--- src/sv/fdcsep_pkg.sv ---
// ----------------------------------------------------------------------------
// fdcsep_pkg
// Shared types, widths and constants of the data separator VFO.
// ----------------------------------------------------------------------------
package fdcsep_pkg;

  localparam int HistLen   = 8;
  localparam int WeightSum = HistLen * (HistLen + 1) / 2;
  localparam int HistCntW  = $clog2(HistLen);
  localparam int PosW      = 16;
  localparam int RunW      = PosW + $clog2(HistLen) + 1;
  localparam int TotW      = PosW + $clog2(WeightSum) + 1;
  localparam int AvgW      = 17;

  // average: (sum + WeightSum/2) * AvgRecip >> AvgShift
  localparam int          AvgShift = 27;
  localparam logic [21:0] AvgRecip = 22'd3728271;

  // size bounds: 5*ref/7 and 7*ref/5 by reciprocal
  localparam int          BoundShift = 20;
  localparam logic [17:0] LoRecip    = 18'd149797;
  localparam logic [17:0] HiRecip    = 18'd209716;

  localparam int DivW    = 32;
  localparam int DenW    = 19;
  localparam int DivCntW = $clog2(DivW);

  localparam logic [17:0] UnwrapMargin = 18'd282;

  localparam logic [13:0] RefReset   = 14'd2048;
  localparam logic [15:0] PropReset  = 16'd16384;
  localparam logic [15:0] IntegReset = 16'd1024;
  localparam logic [15:0] DerivReset = 16'd4096;
  localparam logic [15:0] GainReset  = 16'd4096;

  localparam logic OpPulse   = 1'b0;
  localparam logic OpRestart = 1'b1;

  typedef enum logic [2:0] {
    CfgRef   = 3'd0,
    CfgProp  = 3'd1,
    CfgInteg = 3'd2,
    CfgDeriv = 3'd3,
    CfgGain  = 3'd4
  } cfg_idx_e;

  typedef enum logic [4:0] {
    ST_IDLE, ST_WALK, ST_AVG, ST_ERR, ST_LIM_GO, ST_LIM_WAIT,
    ST_INTEG, ST_MUL_P, ST_MUL_D, ST_MUL_I, ST_SUM, ST_MUL_LO, ST_MUL_HI,
    ST_COMB, ST_ROUND, ST_LO, ST_HI, ST_CLAMP,
    ST_OUT
  } fsm_state_e;

  typedef struct packed {
    logic fill;
    logic shift;
    logic rot;
  } cell_ctl_t;

  typedef struct packed {
    logic            start;
    logic [DivW-1:0] dividend;
    logic [DenW-1:0] divisor;
  } div_req_t;

  typedef struct packed {
    logic            done;
    logic [DivW-1:0] quot;
  } div_rsp_t;

endpackage

--- src/sv/fdcsep_cell.sv ---
// ----------------------------------------------------------------------------
// fdcsep_cell
// One history cell: holds a position, loads, shifts or rotates by neighbor.
// ----------------------------------------------------------------------------
module fdcsep_cell import fdcsep_pkg::*; (
  input  logic                   clk_i,
  input  logic                   rst_ni,
  input  cell_ctl_t              ctl_i,
  input  logic signed [PosW-1:0] fill_i,
  input  logic signed [PosW-1:0] left_i,
  input  logic signed [PosW-1:0] right_i,
  output logic signed [PosW-1:0] val_o
);

  logic signed [PosW-1:0] val_q;

  always_ff @(posedge clk_i or negedge rst_ni) begin
    if (!rst_ni) begin
      val_q <= PosW'(RefReset >> 1);
    end else if (ctl_i.fill) begin
      val_q <= fill_i;
    end else if (ctl_i.shift) begin
      val_q <= left_i;
    end else if (ctl_i.rot) begin
      val_q <= right_i;
    end
  end

  assign val_o = val_q;

endmodule

--- config.mk ---
export PLATFORM = sky130hd
export DESIGN_NAME = fdcsep_cell
export DESIGN_NICKNAME = d
export VERILOG_FILES = /design/src/sv/fdcsep_pkg.sv /design/src/sv/fdcsep_cell.sv
export SDC_FILE = /design/constraint.sdc
export NUM_CORES = 1
export LEC_CHECK = 0
export BUFFER_PORTS_ARGS = -buffer_cell sky130_fd_sc_hd__buf_2
export CAP_MARGIN = 20
export CORE_ASPECT_RATIO = 1.25
export CORE_UTILIZATION = 35
export CTS_CLUSTER_SIZE = 16
export DETAILED_ROUTE_END_ITERATION = 10
export PLACE_DENSITY_LB_ADDON = 0.08
export SYNTH_ARGS = -nofsm -noshare
export SYNTH_HDL_FRONTEND = slang
export SYNTH_SLANG_ARGS = --single-unit
--- constraint.sdc ---
create_clock -name clk_i -period 0.8 [get_ports clk_i]
set_clock_uncertainty 0.1 [all_clocks]
set_input_delay 0.12 -clock clk_i [delete_from_list [all_inputs] [get_ports clk_i]]
set_output_delay 0.12 -clock clk_i [all_outputs]
set_load 0.01 [all_outputs]
==> impl_metrics.csv <==
group,metric,value,unit
outcome,status,"finished, violations left",
outcome,violations,"negative hold slack, negative setup slack",
clock_tree,clk_latency,0.28,ns
place,place.gp.congestion,0.725,
floorplanning,num_rows,20,
setup_path,cp_max_fo,2,
finish,fin_area,1460,um2
global_routing,grt_pass1_wl,3.82,mm
min_path,holdPathEnd,"val_o[13]",
finish,fin_util,0.595,
logic_synthesis,synth_top_area_share,0.407,
global_routing,grt_max_degree,31,
setup_path,slowest_stage,"dfstp_2",
run,drv_cap,0,
setup_path,reg2reg_from,"val_o[10]",
clock_tree,cts_num_sinks,16,
detailed_routing,viasPerCell,4.88,
clock_tree,clkTransAtPathRegs,0.10,ns
clock_tree,root_buffer,"clkbuf_4",
sta,max_freq,877,MHz
global_routing,overflow,0,
pwr,power.total,1.98,mW
min_path,hold_path_depth,3,
pwr,power.leakage,0.763,nW
sta,finalCritPeriodShare,1.43,
sta,finalCriticalPeriod,1.14,ns
sta,setup_viol,31,
setup_path,critPathRequiredTime,0.58,ns
setup_path,path_buf_inv,1,
pwr,ir_drop,0.000819,V
detailed_routing,drt_iter0_markers,14,
clock_tree,tritoncts,"done",
finish,syn_to_final_growth,58.3,%
setup_path,worstPathArrival,0.92,ns
clock_tree,htree_levels,1,
logic_synthesis,yosys_most_used_dff,"dfrtp_1",
logic_synthesis,yosysSeqAreaShare,0.436,
finish,diodes,0,
place,port_buffers,68,
finish,largest_reg_flops,16,
logic_synthesis,synth_edf_count,0,
setup_path,r2r_slack,-0.13,ns
setup_path,crit_family,"flip-flops",
logic_synthesis,syn_area_per_cell,10.4,um2
detailed_routing,drt_pre_antenna_iters,2,
setup_path,path_cells,"buf_6",
floorplanning,start_util,0.376,
floorplanning,die_w,47.9,um
logic_synthesis,ys_ff_latch,16,
detailed_routing,avgRoutedWirePerCell,12.8,um
logic_synthesis,syn_inst,89,
logic_synthesis,synth_nets,142,
setup_path,reg2regPathDepth,3,
min_path,min_from,"fill_i[13]",
clock_tree,cts_buffers,3,
logic_synthesis,async_flop_share,1.00,
setup_path,end_kind,"primary output",
global_routing,antenna_found_initial,0,
finish,final_layout_size_suffix_gt1_frac,0.582,
clock_tree,clockBufferDepth,2,
min_path,min_path_type,"input port to register",
sta,hold_viol_final,14,
global_routing,gr-usage-all-layers,0.190,
logic_synthesis,yosys.area.top_type,"dfrtp_1",
logic_synthesis,ys_warn_count,0,
setup_path,slowest_delay,0.55,ns
detailed_routing,vias,990,
setup_path,critPathKind,"register to primary output",
floorplanning,io_pins,69,
pwr,powerDensity,1360,nW/um2
setup_path,worstSetupStartpointType,"register",
logic_synthesis,yosys-top-cells-area,"dfrtp_1, a22oi_1, and3b_1, a21oi_1, buf_6",
sta,rsz0062_at_grt,"yes",
sta,slew_violations,0,
place,place_hpwl,1.90,mm
logic_synthesis,synth_cell_type_count,12,
floorplanning,die_h,59.4,um
finish,nets,224,
sta,worst_slew_pin_slew,0.369,ns
setup_path,reg2reg_to,"val_o[10]",
sta,holdWs,-0.0227,ns
floorplanning,die_area,2850,um2
clock_tree,holdBufCountCts,1,
global_routing,grt_pass1_vias,936,
detailed_routing,drt-total-wl,2.59,mm
place,placed_area,1320,um2
logic_synthesis,synth_common_cells,"a21oi_1, a22oi_1, dfrtp_1, and3b_1, o21ai_1",
sta,setup_slack,-0.340,ns
sta,timing.slew.headroom,0.754,
detailed_routing,ant_nets,0,
floorplanning,core,2450,um2
detailed_routing,drc,0,
logic_synthesis,synth_area,922,um2
per-layer routing:
| layer | wire length (um) | vias up | share of wire | track usage |
|---|---|---|---|---|
| met5 | 0 | - | 0 | 0 |
| met4 | 17 | 0 | 0.0066 | 0.0833 |
| met1 | 1020 | 449 | 0.39 | 0.225 |
| met3 | 161 | 2 | 0.062 | 0.0335 |
| met2 | 1390 | 38 | 0.54 | 0.322 |
| li1 | - | 501 | - | - |
worst max path at each step:
stage	cells after the start	from	endpoint	slack (ns)
finish	1	val_o[10]	val_o[10]	-0.34
floorplan	4	ctl_i[0]	val_o[2]	-0.04
global placement	5	ctl_i[0]	val_o[11]	-0.26
CTS	1	val_o[10]	val_o[10]	-0.35
global route	1	val_o[10]	val_o[10]	-0.38
detailed placement	5	ctl_i[0]	val_o[6]	-0.29
cell usage in the layout, fill, tap and decap left out:
cell	netlist	routed
clkbuf_1	0	1
dfrtp_1	15	15
a22oi_2	0	7
and3b_1	13	13
buf_6	6	6
o21ai_1	11	16
buf_4	1	12
clkbuf_4	0	4
dfstp_2	1	1
a22oi_1	16	9
a21oi_1	16	16
nor3_4	1	1
buf_12	0	1
buf_2	0	64
and3b_2	3	3
dlygate4sd3_1	0	1
logic make-up (layout without fill, tap and decap cells):
group,count (synthesis),count (layout),share of synthesized area
buffers and inverters,8,89,0.0868
and+or+nand+nor,17,17,0.174
DFF,16,16,0.436
AOI/OAI and AO/OA,48,48,0.304
where the power goes:
part | switching [mW] | internal (mW)
Sequential | 0.0454 | 0.889
Clock | 0.249 | 0.193
Combinational | 0.264 | 0.341
layout make-up:
type                    instances  area, um2
flip-flops and latches         16        402
multi-input cells              65        475
well taps                      33       41.3
repair buffers                 85        515
clock buffers                   4       26.3
fillers                       246        992
stage by stage:
step | TNS, ns | std cells | hold WS [ns] | setup slack (ns)
after global placement | -3.86 | 193 | -0.0431 | -0.262
final | -4.49 | 203 | -0.0227 | -0.340
after floorplan | -0.657 | 89 | -0.276 | -0.0435
after CTS | -4.58 | 201 | -0.0328 | -0.353
after detailed placement | -4.37 | 193 | -0.0435 | -0.292
after global routing | -6.05 | 203 | -0.0273 | -0.379
repair_timing:
action,CTS,global route
buffers inserted,3,2
pin swaps,16,0
setup endpoints to repair,32,32
endpoints found under the hold margin,32,9
gates resized for setup,5,9
No activity file was read; power rests on OpenSTA's default activity.
