--- config.mk ---
export PLATFORM = sky130hd
export DESIGN_NAME = fdcsep_div
export DESIGN_NICKNAME = d
export VERILOG_FILES = /design/src/sv/fdcsep_pkg.sv /design/src/sv/fdcsep_div.sv
export SDC_FILE = /design/constraint.sdc
export NUM_CORES = 1
export LEC_CHECK = 0
export BUFFER_PORTS_ARGS = -buffer_cell sky130_fd_sc_hd__buf_4
export CAP_MARGIN = 10
export CELL_PAD_IN_SITES_DETAIL_PLACEMENT = 1
export CELL_PAD_IN_SITES_GLOBAL_PLACEMENT = 1
export CORE_ASPECT_RATIO = 0.7
export CORE_MARGIN = 2
export CORE_UTILIZATION = 45
export DETAILED_ROUTE_END_ITERATION = 16
export PLACE_DENSITY_LB_ADDON = 0.3
export SLEW_MARGIN = 20
export SYNTH_ARGS = -nofsm -noshare
export SYNTH_HDL_FRONTEND = slang
export SYNTH_SLANG_ARGS = --single-unit
--- constraint.sdc ---
create_clock -name clk_i -period 5.9 [get_ports clk_i]
set_input_delay 0.295 -clock clk_i [delete_from_list [all_inputs] [get_ports clk_i]]
set_output_delay 0.295 -clock clk_i [all_outputs]
set_load 0.02 [all_outputs]
--- src/sv/fdcsep_pkg.sv ---
// ----------------------------------------------------------------------------
// fdcsep_pkg
// Shared types, widths and constants of the data separator VFO.
// ----------------------------------------------------------------------------
package fdcsep_pkg;

  localparam int HistLen   = 8;
  localparam int WeightSum = HistLen * (HistLen + 1) / 2;
  localparam int HistCntW  = $clog2(HistLen);
  localparam int PosW      = 16;
  localparam int RunW      = PosW + $clog2(HistLen) + 1;
  localparam int TotW      = PosW + $clog2(WeightSum) + 1;
  localparam int AvgW      = 17;

  // average: (sum + WeightSum/2) * AvgRecip >> AvgShift
  localparam int          AvgShift = 27;
  localparam logic [21:0] AvgRecip = 22'd3728271;

  // size bounds: 5*ref/7 and 7*ref/5 by reciprocal
  localparam int          BoundShift = 20;
  localparam logic [17:0] LoRecip    = 18'd149797;
  localparam logic [17:0] HiRecip    = 18'd209716;

  localparam int DivW    = 32;
  localparam int DenW    = 19;
  localparam int DivCntW = $clog2(DivW);

  localparam logic [17:0] UnwrapMargin = 18'd282;

  localparam logic [13:0] RefReset   = 14'd2048;
  localparam logic [15:0] PropReset  = 16'd16384;
  localparam logic [15:0] IntegReset = 16'd1024;
  localparam logic [15:0] DerivReset = 16'd4096;
  localparam logic [15:0] GainReset  = 16'd4096;

  localparam logic OpPulse   = 1'b0;
  localparam logic OpRestart = 1'b1;

  typedef enum logic [2:0] {
    CfgRef   = 3'd0,
    CfgProp  = 3'd1,
    CfgInteg = 3'd2,
    CfgDeriv = 3'd3,
    CfgGain  = 3'd4
  } cfg_idx_e;

  typedef enum logic [4:0] {
    ST_IDLE, ST_WALK, ST_AVG, ST_ERR, ST_LIM_GO, ST_LIM_WAIT,
    ST_INTEG, ST_MUL_P, ST_MUL_D, ST_MUL_I, ST_SUM, ST_MUL_LO, ST_MUL_HI,
    ST_COMB, ST_ROUND, ST_LO, ST_HI, ST_CLAMP,
    ST_OUT
  } fsm_state_e;

  typedef struct packed {
    logic fill;
    logic shift;
    logic rot;
  } cell_ctl_t;

  typedef struct packed {
    logic            start;
    logic [DivW-1:0] dividend;
    logic [DenW-1:0] divisor;
  } div_req_t;

  typedef struct packed {
    logic            done;
    logic [DivW-1:0] quot;
  } div_rsp_t;

endpackage

--- src/sv/fdcsep_div.sv ---
// ----------------------------------------------------------------------------
// fdcsep_div
// Unsigned restoring divider, one quotient bit per cycle.
// ----------------------------------------------------------------------------
module fdcsep_div import fdcsep_pkg::*; (
  input  logic     clk_i,
  input  logic     rst_ni,
  input  div_req_t req_i,
  output div_rsp_t rsp_o
);

  logic               busy_q;
  logic               done_q;
  logic [DivCntW-1:0] cnt_q;
  logic [DivW-1:0]    num_q;
  logic [DenW-1:0]    rem_q;
  logic [DenW-1:0]    den_q;
  logic [DenW:0]      rem_sh;
  logic               qbit;
  logic [DenW:0]      rem_sub;

  assign rem_sh  = {rem_q, num_q[DivW-1]};
  assign qbit    = rem_sh >= {1'b0, den_q};
  assign rem_sub = rem_sh - {1'b0, den_q};

  always_ff @(posedge clk_i or negedge rst_ni) begin
    if (!rst_ni) begin
      busy_q <= 1'b0;
      done_q <= 1'b0;
      cnt_q  <= '0;
      num_q  <= '0;
      rem_q  <= '0;
      den_q  <= '0;
    end else begin
      done_q <= 1'b0;
      if (req_i.start) begin
        busy_q <= 1'b1;
        cnt_q  <= '0;
        num_q  <= req_i.dividend;
        den_q  <= req_i.divisor;
        rem_q  <= '0;
      end else if (busy_q) begin
        num_q <= {num_q[DivW-2:0], qbit};
        rem_q <= qbit ? rem_sub[DenW-1:0] : rem_sh[DenW-1:0];
        cnt_q <= cnt_q + 1'b1;
        if (cnt_q == DivCntW'(DivW - 1)) begin
          busy_q <= 1'b0;
          done_q <= 1'b1;
        end
      end
    end
  end

  assign rsp_o.done = done_q;
  assign rsp_o.quot = num_q;

endmodule

==> results of run 1 <==
==> cell type report <==
class | count | area share (%)
well taps | 128 | 2.94
multi-input cells | 353 | 41.9
inverters | 25 | 1.72
clock inverters | 4 | 0.895
repair buffers | 91 | 12.7
flip-flops and latches | 77 | 35.4
clock buffers | 11 | 4.45
==> how the worst max path moves through the flow <==
stage                   start         to  slack [ns]  cells past startpoint
global route        num_q[31]   rem_q[1]        2.43                     11
detailed placement  num_q[31]  rem_q[12]        2.22                     11
floorplan           num_q[31]   rem_q[7]        3.17                     12
CTS                 num_q[31]  rem_q[12]        2.20                     11
global placement    num_q[31]  rem_q[12]        2.43                     11
finish              num_q[31]  rem_q[12]        2.71                     11
==> cells by family (layout without fill, tap and decap cells) <==
kind of cell	after synthesis	in the layout
AO/OA/AOI/OAI	135	135
XOR/XNOR	17	17
adder cells (fa/ha/maj)	22	22
buffers and inverters	58	131
flip-flops	77	77
multiplexers	43	43
AND/OR/NAND/NOR	136	136
==> per-layer routing <==
layer	wire length [um]	track usage [%]	vias to the layer above
li1	-	-	1840
met4	174	7.63	0
met5	0	0	-
met1	5610	32.1	1862
met2	5810	38.3	78
met3	476	5.24	14
==> sequential cells by signal, indices dropped and copies added (netlist names) <==
register / flops
den_q: 19
rem_q: 19
busy_q: 1
num_q: 32
done_q: 1
cnt_q: 5
==> cells in the final DEF (no fill, tap or decap), types with 4 or more instances in the layout <==
cell,count
sky130_fd_sc_hd__a211oi_1,12
sky130_fd_sc_hd__mux2i_1,42
sky130_fd_sc_hd__dfrtp_1,76
sky130_fd_sc_hd__nand3_1,9
sky130_fd_sc_hd__nand4_1,5
sky130_fd_sc_hd__inv_1,24
sky130_fd_sc_hd__nor2_1,38
sky130_fd_sc_hd__buf_4,89
sky130_fd_sc_hd__o21ai_0,63
sky130_fd_sc_hd__ha_1,21
sky130_fd_sc_hd__a31oi_1,5
sky130_fd_sc_hd__and3_1,5
sky130_fd_sc_hd__nor3_1,4
sky130_fd_sc_hd__a21o_1,8
sky130_fd_sc_hd__nand2_1,65
sky130_fd_sc_hd__xor2_1,6
sky130_fd_sc_hd__clkbuf_16,9
sky130_fd_sc_hd__a21oi_1,23
sky130_fd_sc_hd__xnor2_1,11
==> per-stage QoR <==
stage	utilization [%]	instance area, sq um	worst slack (ns)	hold slack, ns	std cells
global placement	53.2	5130	2.43	0.259	672
floorplan	-	4450	3.17	-0.000591	488
CTS	56.3	5440	2.20	0.143	688
detailed placement	53.2	5130	2.22	0.266	672
finish	56.5	5450	2.71	0.156	689
global route	56.5	5450	2.43	0.159	689
==> cells in the mapped netlist, drive strengths merged (2+ instances only) <==
library cell  instances  area share, %
a211oi               14            2.8
a21o                  8            1.3
a21oi                23            2.6
a221o                 2           0.45
a31oi                 5           0.70
a32oi                 2           0.39
and3                  5           0.70
buf                   8            1.2
clkbuf               25            2.1
dfrtp                77             43
ha                   21            5.9
inv                  25            2.1
mux2i                42            9.4
nand2                65            5.5
nand2b                2           0.28
nand3                 9            1.0
nand4                 5           0.70
nor2                 38            3.2
nor2b                 2           0.28
nor3                  4           0.45
nor4                  2           0.28
o211ai                2           0.34
o21a                  2           0.34
o21ai                65            7.3
o21bai                2           0.34
o31ai                 2           0.34
xnor2                11            2.2
xor2                  6            1.2
==> power breakdown <==
group	leakage, nW	switching, mW	internal (mW)
Sequential	0.971	0.0681	0.611
Combinational	1.76	0.549	0.392
Clock	0.145	0.219	0.336
==> critical path, stage by stage (launching register included) <==
cell and delay [ns]:
sky130_fd_sc_hd__dfrtp_1 0.40, sky130_fd_sc_hd__inv_1 0.08, sky130_fd_sc_hd__ha_1 0.16, sky130_fd_sc_hd__inv_1 0.06
sky130_fd_sc_hd__fa_1 0.40, sky130_fd_sc_hd__a21o_1 0.22, sky130_fd_sc_hd__a221oi_2 0.34, sky130_fd_sc_hd__nand3_1 0.18
sky130_fd_sc_hd__a211oi_4 0.56, sky130_fd_sc_hd__inv_2 0.23, sky130_fd_sc_hd__mux2i_1 0.18, sky130_fd_sc_hd__a211oi_1 0.28
==> repair_timing <==
action / in CTS / in global routing
gates resized for setup: 0 / 0
hold endpoints to repair: 31 / 0
hold buffers: 1 / 0
setup buffers: 0 / 0
==> flow_metrics.py, run 1 <==
metrics = {
    "drt": {
        "drc": 0,
        "routed_wire_length_per_instance_um": 17.5,
        "vias_per_cell": 5.51,
        "antenna_left": 0,
        "drt_first_pass_iters": 4,
        "routed-via-count": 3794,
        "finalWirelength_um": 12100,
        "drt_iter0_drc": 189,
    },
    "worst_hold_path": {
        "hold_end": "den_q[3]",
        "holdPathStages": 3,
        "hold_start": "req_i[3]",
        "worst_hold_path_type": "input port to register",
    },
    "clocking": {
        "cts_h_tree_lvls": 3,
        "number_of_clock_sinks_seen_by_cts": 77,
        "clock_tree.root_cell": "sky130_fd_sc_hd__clkbuf_16",
        "cts-buffers-inserted": 9,
        "clock_network_latency_to_the_later_pin_of_the_worst_skew_pair_ns": 0.35,
        "clock_tree_from_tritoncts": "yes",
        "clock_tree.buffer_depth": 2,
        "cts.reportedPaths.clkPinSlew_ns": 0.06,
    },
    "power_and_ir_drop": {
        "ir_drop_v": 0.000193,
        "powerDensity_mw_per_mm2": 399,
        "power_leakage_nw": 2.87,
        "design_power_total_mw": 2.17,
    },
    "synthesis": {
        "synth-seq-cells": 77,
        "synthesis.area_sq_mm": 0.00445,
        "synth_mux_area_share_pct": 9.70,
        "yosys.area_share.xor_xnor_pct": 3.35,
        "dominantRegCellSynth": "sky130_fd_sc_hd__dfrtp_1",
        "asyncSetResetFlopFracSynth_pct": 100,
        "synth.yosys.seq_area_share_pct": 43.3,
        "synth_enable_flop_cells": 0,
        "synth_cell_type_count": 49,
        "synth_compound_gate_area_share_pct": 18.8,
        "synth-simple-area-share_pct": 13.1,
        "synth.avg_cell_area_sq_um": 9.12,
        "synth_fa_ha_area_share_pct": 6.36,
        "post_syn_instances": 488,
        "synth_top_family_by_area": "compound AO/OA/AOI/OAI gates",
        "synth_warnings": 0,
        "synth_fp_nets": 564,
    },
    "setup_path": {
        "crit_path_max_fanout": 10,
        "critPathCaptureType": "register",
        "r2r_end": "rem_q[12]",
        "worst-r2r-cell-count": 11,
        "timing.rr.start": "num_q[31]",
        "cp-start-kind": "register",
        "worst_ep_arrival_time_ns": 3.43,
        "rrSetupSlack_ns": 2.71,
        "timing_worst_setup_path_type": "register to register",
        "worstPathRequired_ns": 6.14,
    },
    "finish": {
        "seq_area_sq_mm": 0.00193,
        "multi_input_area_sq_mm": 0.00228,
        "nFillCells": 1113,
        "antenna_cells_inserted": 0,
        "finalNetCount": 633,
        "final_layout_size_suffix_gt1_share_pct": 19.8,
        "flow.area_growth_from_synthesis_pct": 22.5,
    },
    "sta": {
        "max_clock_freq_ghz": 0.313,
        "tightest_slew_ns": 0.962,
        "slew_viol_final": 0,
        "max-slew-margin-rel_pct": 35.9,
        "setup_viol": 0,
        "min_period_ns": 3.19,
        "layout_worst_path_cycle_share_pct": 54.1,
        "grt_setup_unrepaired": "false",
        "final.setup.tns_ns": 0,
        "finalClockSkew_ns": 0.00715,
        "hold_viol_final": 0,
    },
    "global_route": {
        "grt_first_pass_wirelength_um": 19600,
        "antenna_found_initial": 0,
        "pin_count_of_the_biggest_net_entering_global_routing": 76,
        "grt_pass1_vias": 3941,
        "grt_usage_pct": 23.8,
        "aggregate_global_routing_overflow": 0,
    },
    "floorplanning": {
        "placement_rows": 30,
        "die_area_sq_mm": 0.0107,
        "die_h_um": 87.2,
        "core_outline_area_sq_mm": 0.00965,
        "floorplan.die.width_um": 123,
        "pin_count": 87,
        "floorplan.initialDensity_pct": 46.1,
    },
    "placed_design": {
        "place.detailed.hpwl_um": 8500,
        "gp_congestion": 0.871,
        "portBuffers": 86,
    },
    "job": {
        "max_cap_violations": 0,
    },
    "outcome": {
        "status": "finished, final reports clean",
    },
}
No activity file was read; power rests on OpenSTA's default activity.
==> run 2: changes to the inputs <==
--- a/config.mk
+++ b/config.mk
@@ -11,7 +11,7 @@
 export CELL_PAD_IN_SITES_GLOBAL_PLACEMENT = 1
 export CORE_ASPECT_RATIO = 0.7
 export CORE_MARGIN = 2
-export CORE_UTILIZATION = 45
+export CORE_UTILIZATION = 42
 export DETAILED_ROUTE_END_ITERATION = 16
 export PLACE_DENSITY_LB_ADDON = 0.3
 export SLEW_MARGIN = 20
==> constraint.sdc (replaced) <==
create_clock -name clk_i -period 3.1 [get_ports clk_i]
set_input_delay 0.155 -clock clk_i [delete_from_list [all_inputs] [get_ports clk_i]]
set_output_delay 0.155 -clock clk_i [all_outputs]
set_load 0.02 [all_outputs]
==> flow_metrics.py, run 2 (same netlist as run 1, synthesis figures left out) <==
metrics = {
    "floorplanning": {
        "pin_count": 87,
        "floorplan.initialDensity_pct": 43.1,
        "floorplan.die.width_um": 127,
        "placement_rows": 31,
        "die_h_um": 90.1,
        "core_outline_area_sq_mm": 0.0103,
        "die_area_sq_mm": 0.0114,
    },
    "drt": {
        "vias_per_cell": 5.60,
        "routedLengthMet1_um": 6010,
        "drt_iter0_drc": 232,
        "routed_wire_length_per_instance_um": 18.5,
        "drc": 0,
        "dr_wl_met2_um": 6230,
        "finalWirelength_um": 13000,
        "antenna_left": 0,
        "drt_first_pass_iters": 4,
        "top_signal_layer_used": "met4",
        "routed-via-count": 3929,
        "met3RoutedLength_um": 563,
    },
    "sta": {
        "min_period_ns": 2.99,
        "hold_viol_final": 0,
        "final.setup.tns_ns": 0,
        "layout_worst_path_cycle_share_pct": 96.4,
        "slew_viol_final": 0,
        "max_clock_freq_ghz": 0.335,
        "tightest_slew_ns": 0.949,
        "finalClockSkew_ns": 0.00654,
        "setup_viol": 0,
        "max-slew-margin-rel_pct": 36.7,
    },
    "job": {
        "max_cap_violations": 0,
    },
    "global_route": {
        "grt_usage_pct": 23.8,
        "pin_count_of_the_biggest_net_entering_global_routing": 106,
        "grt_pass1_vias": 4112,
        "grt_first_pass_wirelength_um": 21700,
        "antenna_found_initial": 0,
        "aggregate_global_routing_overflow": 0,
    },
    "worst_hold_path": {
        "hold_end": "den_q[9]",
        "worst_hold_path_type": "input port to register",
        "hold_start": "req_i[9]",
        "holdPathStages": 3,
    },
    "placed_design": {
        "portBuffers": 86,
        "place.detailed.hpwl_um": 8920,
        "gp_congestion": 0.931,
        "placement_stage_cell_area_sq_mm": 0.00518,
    },
    "setup_path": {
        "worst_path_most_repeated_cell": "sky130_fd_sc_hd__inv_1",
        "rrSetupSlack_ns": 0.11,
        "worst_ep_arrival_time_ns": 3.21,
        "r2r_end": "rem_q[11]",
        "worst-r2r-cell-count": 12,
        "timing.critical_path.buf_inv": 4,
        "critical_path.cell_chain": "inv_1 -> ha_1 -> inv_1 -> fa_1 -> a21o_1 -> a221oi_4 -> nand3_2 -> a211oi_4 -> buf_4 -> buf_6 -> nand2_1 -> a311oi_1",
        "timing.critical_path.slowest_stage_cell": "sky130_fd_sc_hd__dfrtp_1",
        "timing.critical_path.slowest_cell_delay_ns": 0.41,
        "timing_worst_setup_path_type": "register to register",
        "critPathCaptureType": "register",
        "crit_path_max_fanout": 7,
        "timing.rr.start": "num_q[31]",
        "cp_top_family": "compound AO/OA/AOI/OAI gates",
        "worstPathRequired_ns": 3.32,
        "cp-start-kind": "register",
    },
    "finish": {
        "seq_area_sq_mm": 0.00193,
        "mostFrequentLayoutCells": "96 x sky130_fd_sc_hd__buf_4, 76 x sky130_fd_sc_hd__dfrtp_1, 65 x sky130_fd_sc_hd__nand2_1",
        "reg_top3": "num_q (32), den_q (19), rem_q (19)",
        "final_core_utilization_pct": 53.9,
        "postLayoutCellArea_sq_mm": 0.00556,
        "nFillCells": 1198,
        "multi_input_area_sq_mm": 0.00230,
        "regMostFlops": "num_q",
        "flow.area_growth_from_synthesis_pct": 25.0,
        "final_layout_size_suffix_gt1_share_pct": 21.4,
        "finalNetCount": 642,
        "mostFrequentLayoutCell": "sky130_fd_sc_hd__buf_4",
        "antenna_cells_inserted": 0,
        "largest_register_ffs": 32,
    },
    "clocking": {
        "clock_tree.root_cell": "sky130_fd_sc_hd__clkbuf_16",
        "cts.reportedPaths.clkPinSlew_ns": 0.06,
        "clock_tree_from_tritoncts": "yes",
        "clock_tree.buffer_depth": 2,
        "cts_h_tree_lvls": 3,
        "number_of_clock_sinks_seen_by_cts": 77,
        "clock_network_latency_to_the_later_pin_of_the_worst_skew_pair_ns": 0.34,
        "cts-buffers-inserted": 9,
    },
    "outcome": {
        "status": "finished, final reports clean",
    },
    "power_and_ir_drop": {
        "ir_drop_v": 0.000332,
        "powerDensity_mw_per_mm2": 785,
        "power_leakage_nw": 2.92,
    },
}
[run 2: worst max path at each step]
stage | from | slack [ns] | depth (start not counted) | endpoint
2_1_floorplan | num_q[31] | 0.37 | 12 | rem_q[7]
3_3_place_gp | num_q[31] | 0.31 | 12 | rem_q[7]
3_5_place_dp | num_q[31] | 0.14 | 11 | rem_q[11]
4_1_cts | num_q[31] | 0.07 | 11 | rem_q[11]
5_1_grt | num_q[31] | -0.007 | 13 | rem_q[7]
6_report | num_q[31] | 0.11 | 12 | rem_q[11]
[run 2: area by class of cell]
type	instances	area share [%]
Inverter	25	1.73
Tap cell	132	2.97
Multi-Input combinational cell	353	41.3
Sequential cell	77	34.7
Timing Repair Buffer	100	13.6
Clock buffer	9	4.05
Clock inverter	6	1.60
[run 2: worst register-to-register path: cells and delay by family, from the launching register on]
family / cells / cell delay (ns)
adders and majority gates: 2 / 0.58
AOI/OAI and AO/OA: 4 / 1.19
and+or+nand+nor: 2 / 0.20
DFF: 1 / 0.41
buffers and inverters: 4 / 0.48
[run 2: power breakdown]
part           switching (mW)  leakage [nW]  total, mW  internal [mW]
clock network           0.431         0.147       1.13          0.700
registers               0.142         0.971       1.30           1.16
logic                    1.11          1.80       1.93          0.815
total                    1.69          2.92       4.36           2.68
[run 2: through the flow]
| stage | hold slack (ns) | total power, mW | worst slack [ns] | instances |
|---|---|---|---|---|
| 3_5_place_dp | 0.264 | 3.09 | 0.143 | 681 |
| 6_report | 0.0202 | 4.36 | 0.111 | 702 |
| 3_3_place_gp | 0.262 | 3.00 | 0.308 | 681 |
| 5_1_grt | 0.0251 | 4.65 | -0.00715 | 702 |
| 4_1_cts | 0.0146 | 4.27 | 0.0687 | 697 |
| 2_1_floorplan | -0.141 | 2.58 | 0.373 | 488 |
[run 2: what timing repair did]
| item | CTS | global route |
|---|---|---|
| hold endpoints to repair | 52 | 0 |
| endpoints found under the setup margin | 0 | 15 |
| buffers inserted | 0 | 4 |
| gates resized for setup | 0 | 5 |
| hold buffers | 1 | 0 |
[run 2: per-layer routing]
layer  GRT usage (%)  vias to the layer above
li1                -                     1869
met1            32.6                     1947
met2            38.4                       95
met3            5.65                       18
met4            5.77                        0
met5               0                        -
==> run 3: changes to the inputs <==
--- a/config.mk
+++ b/config.mk
@@ -7,11 +7,12 @@
 export LEC_CHECK = 0
 export BUFFER_PORTS_ARGS = -buffer_cell sky130_fd_sc_hd__buf_4
 export CAP_MARGIN = 10
-export CELL_PAD_IN_SITES_DETAIL_PLACEMENT = 1
+export CELL_PAD_IN_SITES_DETAIL_PLACEMENT = 0
 export CELL_PAD_IN_SITES_GLOBAL_PLACEMENT = 1
 export CORE_ASPECT_RATIO = 0.7
 export CORE_MARGIN = 2
 export CORE_UTILIZATION = 42
+export CTS_CLUSTER_DIAMETER = 200
 export DETAILED_ROUTE_END_ITERATION = 16
 export PLACE_DENSITY_LB_ADDON = 0.3
 export SLEW_MARGIN = 20
==> flow_metrics.py, run 3 (same netlist as run 1, synthesis figures left out) <==
metrics = {
    "power_and_ir_drop": {
        "ir_drop_v": 0.000288,
        "internal-power_mw": 2.74,
        "clockPowerShare_pct": 29.0,
        "power.switching_mw": 1.56,
        "design_power_total_mw": 4.30,
        "pwr-share-comb_pct": 40.9,
        "powerDensity_mw_per_mm2": 774,
        "power.share.switching_pct": 36.3,
        "share_seq_of_total_power_pct": 30.1,
        "power_leakage_nw": 2.91,
    },
    "sta": {
        "setup_viol": 0,
        "max_clock_freq_ghz": 0.346,
        "layout_worst_path_cycle_share_pct": 93.3,
        "max-slew-margin-rel_pct": 39.6,
        "min_period_ns": 2.89,
        "tightest_slew_ns": 0.906,
        "slew_viol_final": 0,
        "hold_viol_final": 0,
        "finalClockSkew_ns": 0.00825,
    },
    "floorplanning": {
        "pin_count": 87,
        "die_area_sq_mm": 0.0114,
        "floorplan.die.width_um": 127,
        "placement_rows": 31,
        "floorplan.initialDensity_pct": 43.1,
        "die_h_um": 90.1,
        "core_outline_area_sq_mm": 0.0103,
    },
    "clocking": {
        "clock_tree.buffer_depth": 2,
        "cts-buffers-inserted": 9,
        "clock_tree.root_cell": "sky130_fd_sc_hd__clkbuf_16",
        "cts.reportedPaths.clkPinSlew_ns": 0.06,
        "cts_h_tree_lvls": 3,
        "number_of_clock_sinks_seen_by_cts": 77,
        "clock_tree_from_tritoncts": "yes",
        "clock_network_latency_to_the_later_pin_of_the_worst_skew_pair_ns": 0.34,
    },
    "global_route": {
        "pin_count_of_the_biggest_net_entering_global_routing": 106,
        "grt_pass1_vias": 3590,
        "grt_first_pass_wirelength_um": 18100,
        "aggregate_global_routing_overflow": 0,
        "grt_usage_pct": 19.8,
        "antenna_found_initial": 0,
    },
    "placed_design": {
        "gp_congestion": 0.931,
        "portBuffers": 86,
        "place.detailed.hpwl_um": 7600,
    },
    "setup_path": {
        "timing.critical_path.slowest_cell_delay_ns": 0.41,
        "timing_worst_setup_path_type": "register to register",
        "worst_ep_arrival_time_ns": 3.13,
        "timing.critical_path.buf_inv": 3,
        "worstPathRequired_ns": 3.34,
        "crit_path_max_fanout": 13,
        "critPathCaptureType": "register",
        "critical_path.cell_chain": "inv_1 -> ha_1 -> inv_1 -> fa_1 -> a21o_1 -> a221oi_4 -> nand3_1 -> a211oi_4 -> buf_4 -> a21oi_1 -> a211oi_1",
        "worst_path_most_repeated_cell": "sky130_fd_sc_hd__inv_1",
        "cp-start-kind": "register",
        "cp_top_family": "compound AO/OA/AOI/OAI gates",
        "timing.critical_path.slowest_stage_cell": "sky130_fd_sc_hd__dfrtp_1",
    },
    "drt": {
        "antenna_left": 0,
        "finalWirelength_um": 10700,
        "routed-via-count": 3736,
        "routed_wire_length_per_instance_um": 15.4,
        "drc": 0,
        "drt_iter0_drc": 274,
        "drt_first_pass_iters": 4,
        "vias_per_cell": 5.34,
    },
    "finish": {
        "largest_register_ffs": 32,
        "regMostFlops": "num_q",
        "final_core_utilization_pct": 53.8,
        "mostFrequentLayoutCell": "sky130_fd_sc_hd__buf_4",
        "reg_top3": "num_q (32), den_q (19), rem_q (19)",
        "flow.area_growth_from_synthesis_pct": 24.8,
        "mostFrequentLayoutCells": "95 x sky130_fd_sc_hd__buf_4, 76 x sky130_fd_sc_hd__dfrtp_1, 65 x sky130_fd_sc_hd__nand2_1",
        "antenna_cells_inserted": 0,
        "finalNetCount": 638,
        "final_layout_size_suffix_gt1_share_pct": 20.6,
    },
    "outcome": {
        "status": "finished, final reports clean",
    },
    "job": {
        "max_cap_violations": 0,
    },
    "worst_hold_path": {
        "worst_hold_path_type": "input port to register",
    },
}
==> run 3: worst reg2reg max path: cells and delay by family, from the launching register on <==
family | cells | cell delay (ns)
AND/OR/NAND/NOR | 1 | 0.18
adder cells (fa/ha/maj) | 2 | 0.56
buffers and inverters | 3 | 0.39
flip-flops | 1 | 0.41
AO/OA/AOI/OAI | 5 | 1.26
==> run 3: final timing paths <==
path,depth (start not counted),start,endpoint,slack (ns)
setup / recovery,11,num_q[31],rem_q[0],0.21
hold / removal,3,req_i[9],den_q[9],0.01
setup reg to reg,11,num_q[31],rem_q[0],0.21
hold reg to reg,2,rem_q[18],rem_q[18],0.52
max in group asynchronous,3,rst_ni,num_q[14],2.00
min in group asynchronous,2,rst_ni,den_q[12],0.38
==> run 3: final cells by class <==
type | count | area, sq um
Timing Repair Buffer | 96 | 723
Clock inverter | 5 | 106
Clock buffer | 11 | 243
Fill cell | 947 | 4760
Tap cell | 132 | 165
Inverter | 25 | 93.8
Sequential cell | 77 | 1930
Multi-Input combinational cell | 353 | 2290
==> run 3: per-stage QoR <==
step / hold slack [ns] / cell area (sq um) / setup slack [ns] / std cells / TNS, ns
CTS: 0.00622 / 5540 / 0.151 / 698 / 0
floorplan: -0.141 / 4450 / 0.373 / 488 / 0
finish: 0.0131 / 5550 / 0.206 / 699 / 0
global route: 0.0161 / 5550 / -0.00839 / 699 / -0.00839
global placement: 0.262 / 5180 / 0.308 / 681 / 0
detailed placement: 0.262 / 5180 / 0.172 / 681 / 0
==> run 3: per-layer routing <==
| metal | global-route usage [%] | part of all wire (%) | vias up |
|---|---|---|---|
| met5 | 0 | 0 | - |
| met4 | 5.68 | 1.0 | 0 |
| met1 | 29.2 | 50 | 1783 |
| met2 | 28.4 | 44 | 80 |
| li1 | - | - | 1862 |
| met3 | 5.48 | 5.1 | 11 |
==> run 3: repair_timing <==
action / 4_1_cts / 5_1_grt
buffers inserted: 0 / 1
resized for setup: 0 / 1
endpoints found under the setup margin: 0 / 11
endpoints found under the hold margin: 52 / 0
hold buffers: 1 / 0
==> run 3: power by group through the flow <==
stage | logic (mW) | clock network, mW | registers, mW
final | 1.76 | 1.25 | 1.30
after floorplan | 1.26 | 0 | 1.32
after detailed placement | 1.72 | 0 | 1.31
after global placement | 1.69 | 0 | 1.31
after CTS | 1.73 | 1.27 | 1.30
after global routing | 1.96 | 1.32 | 1.31
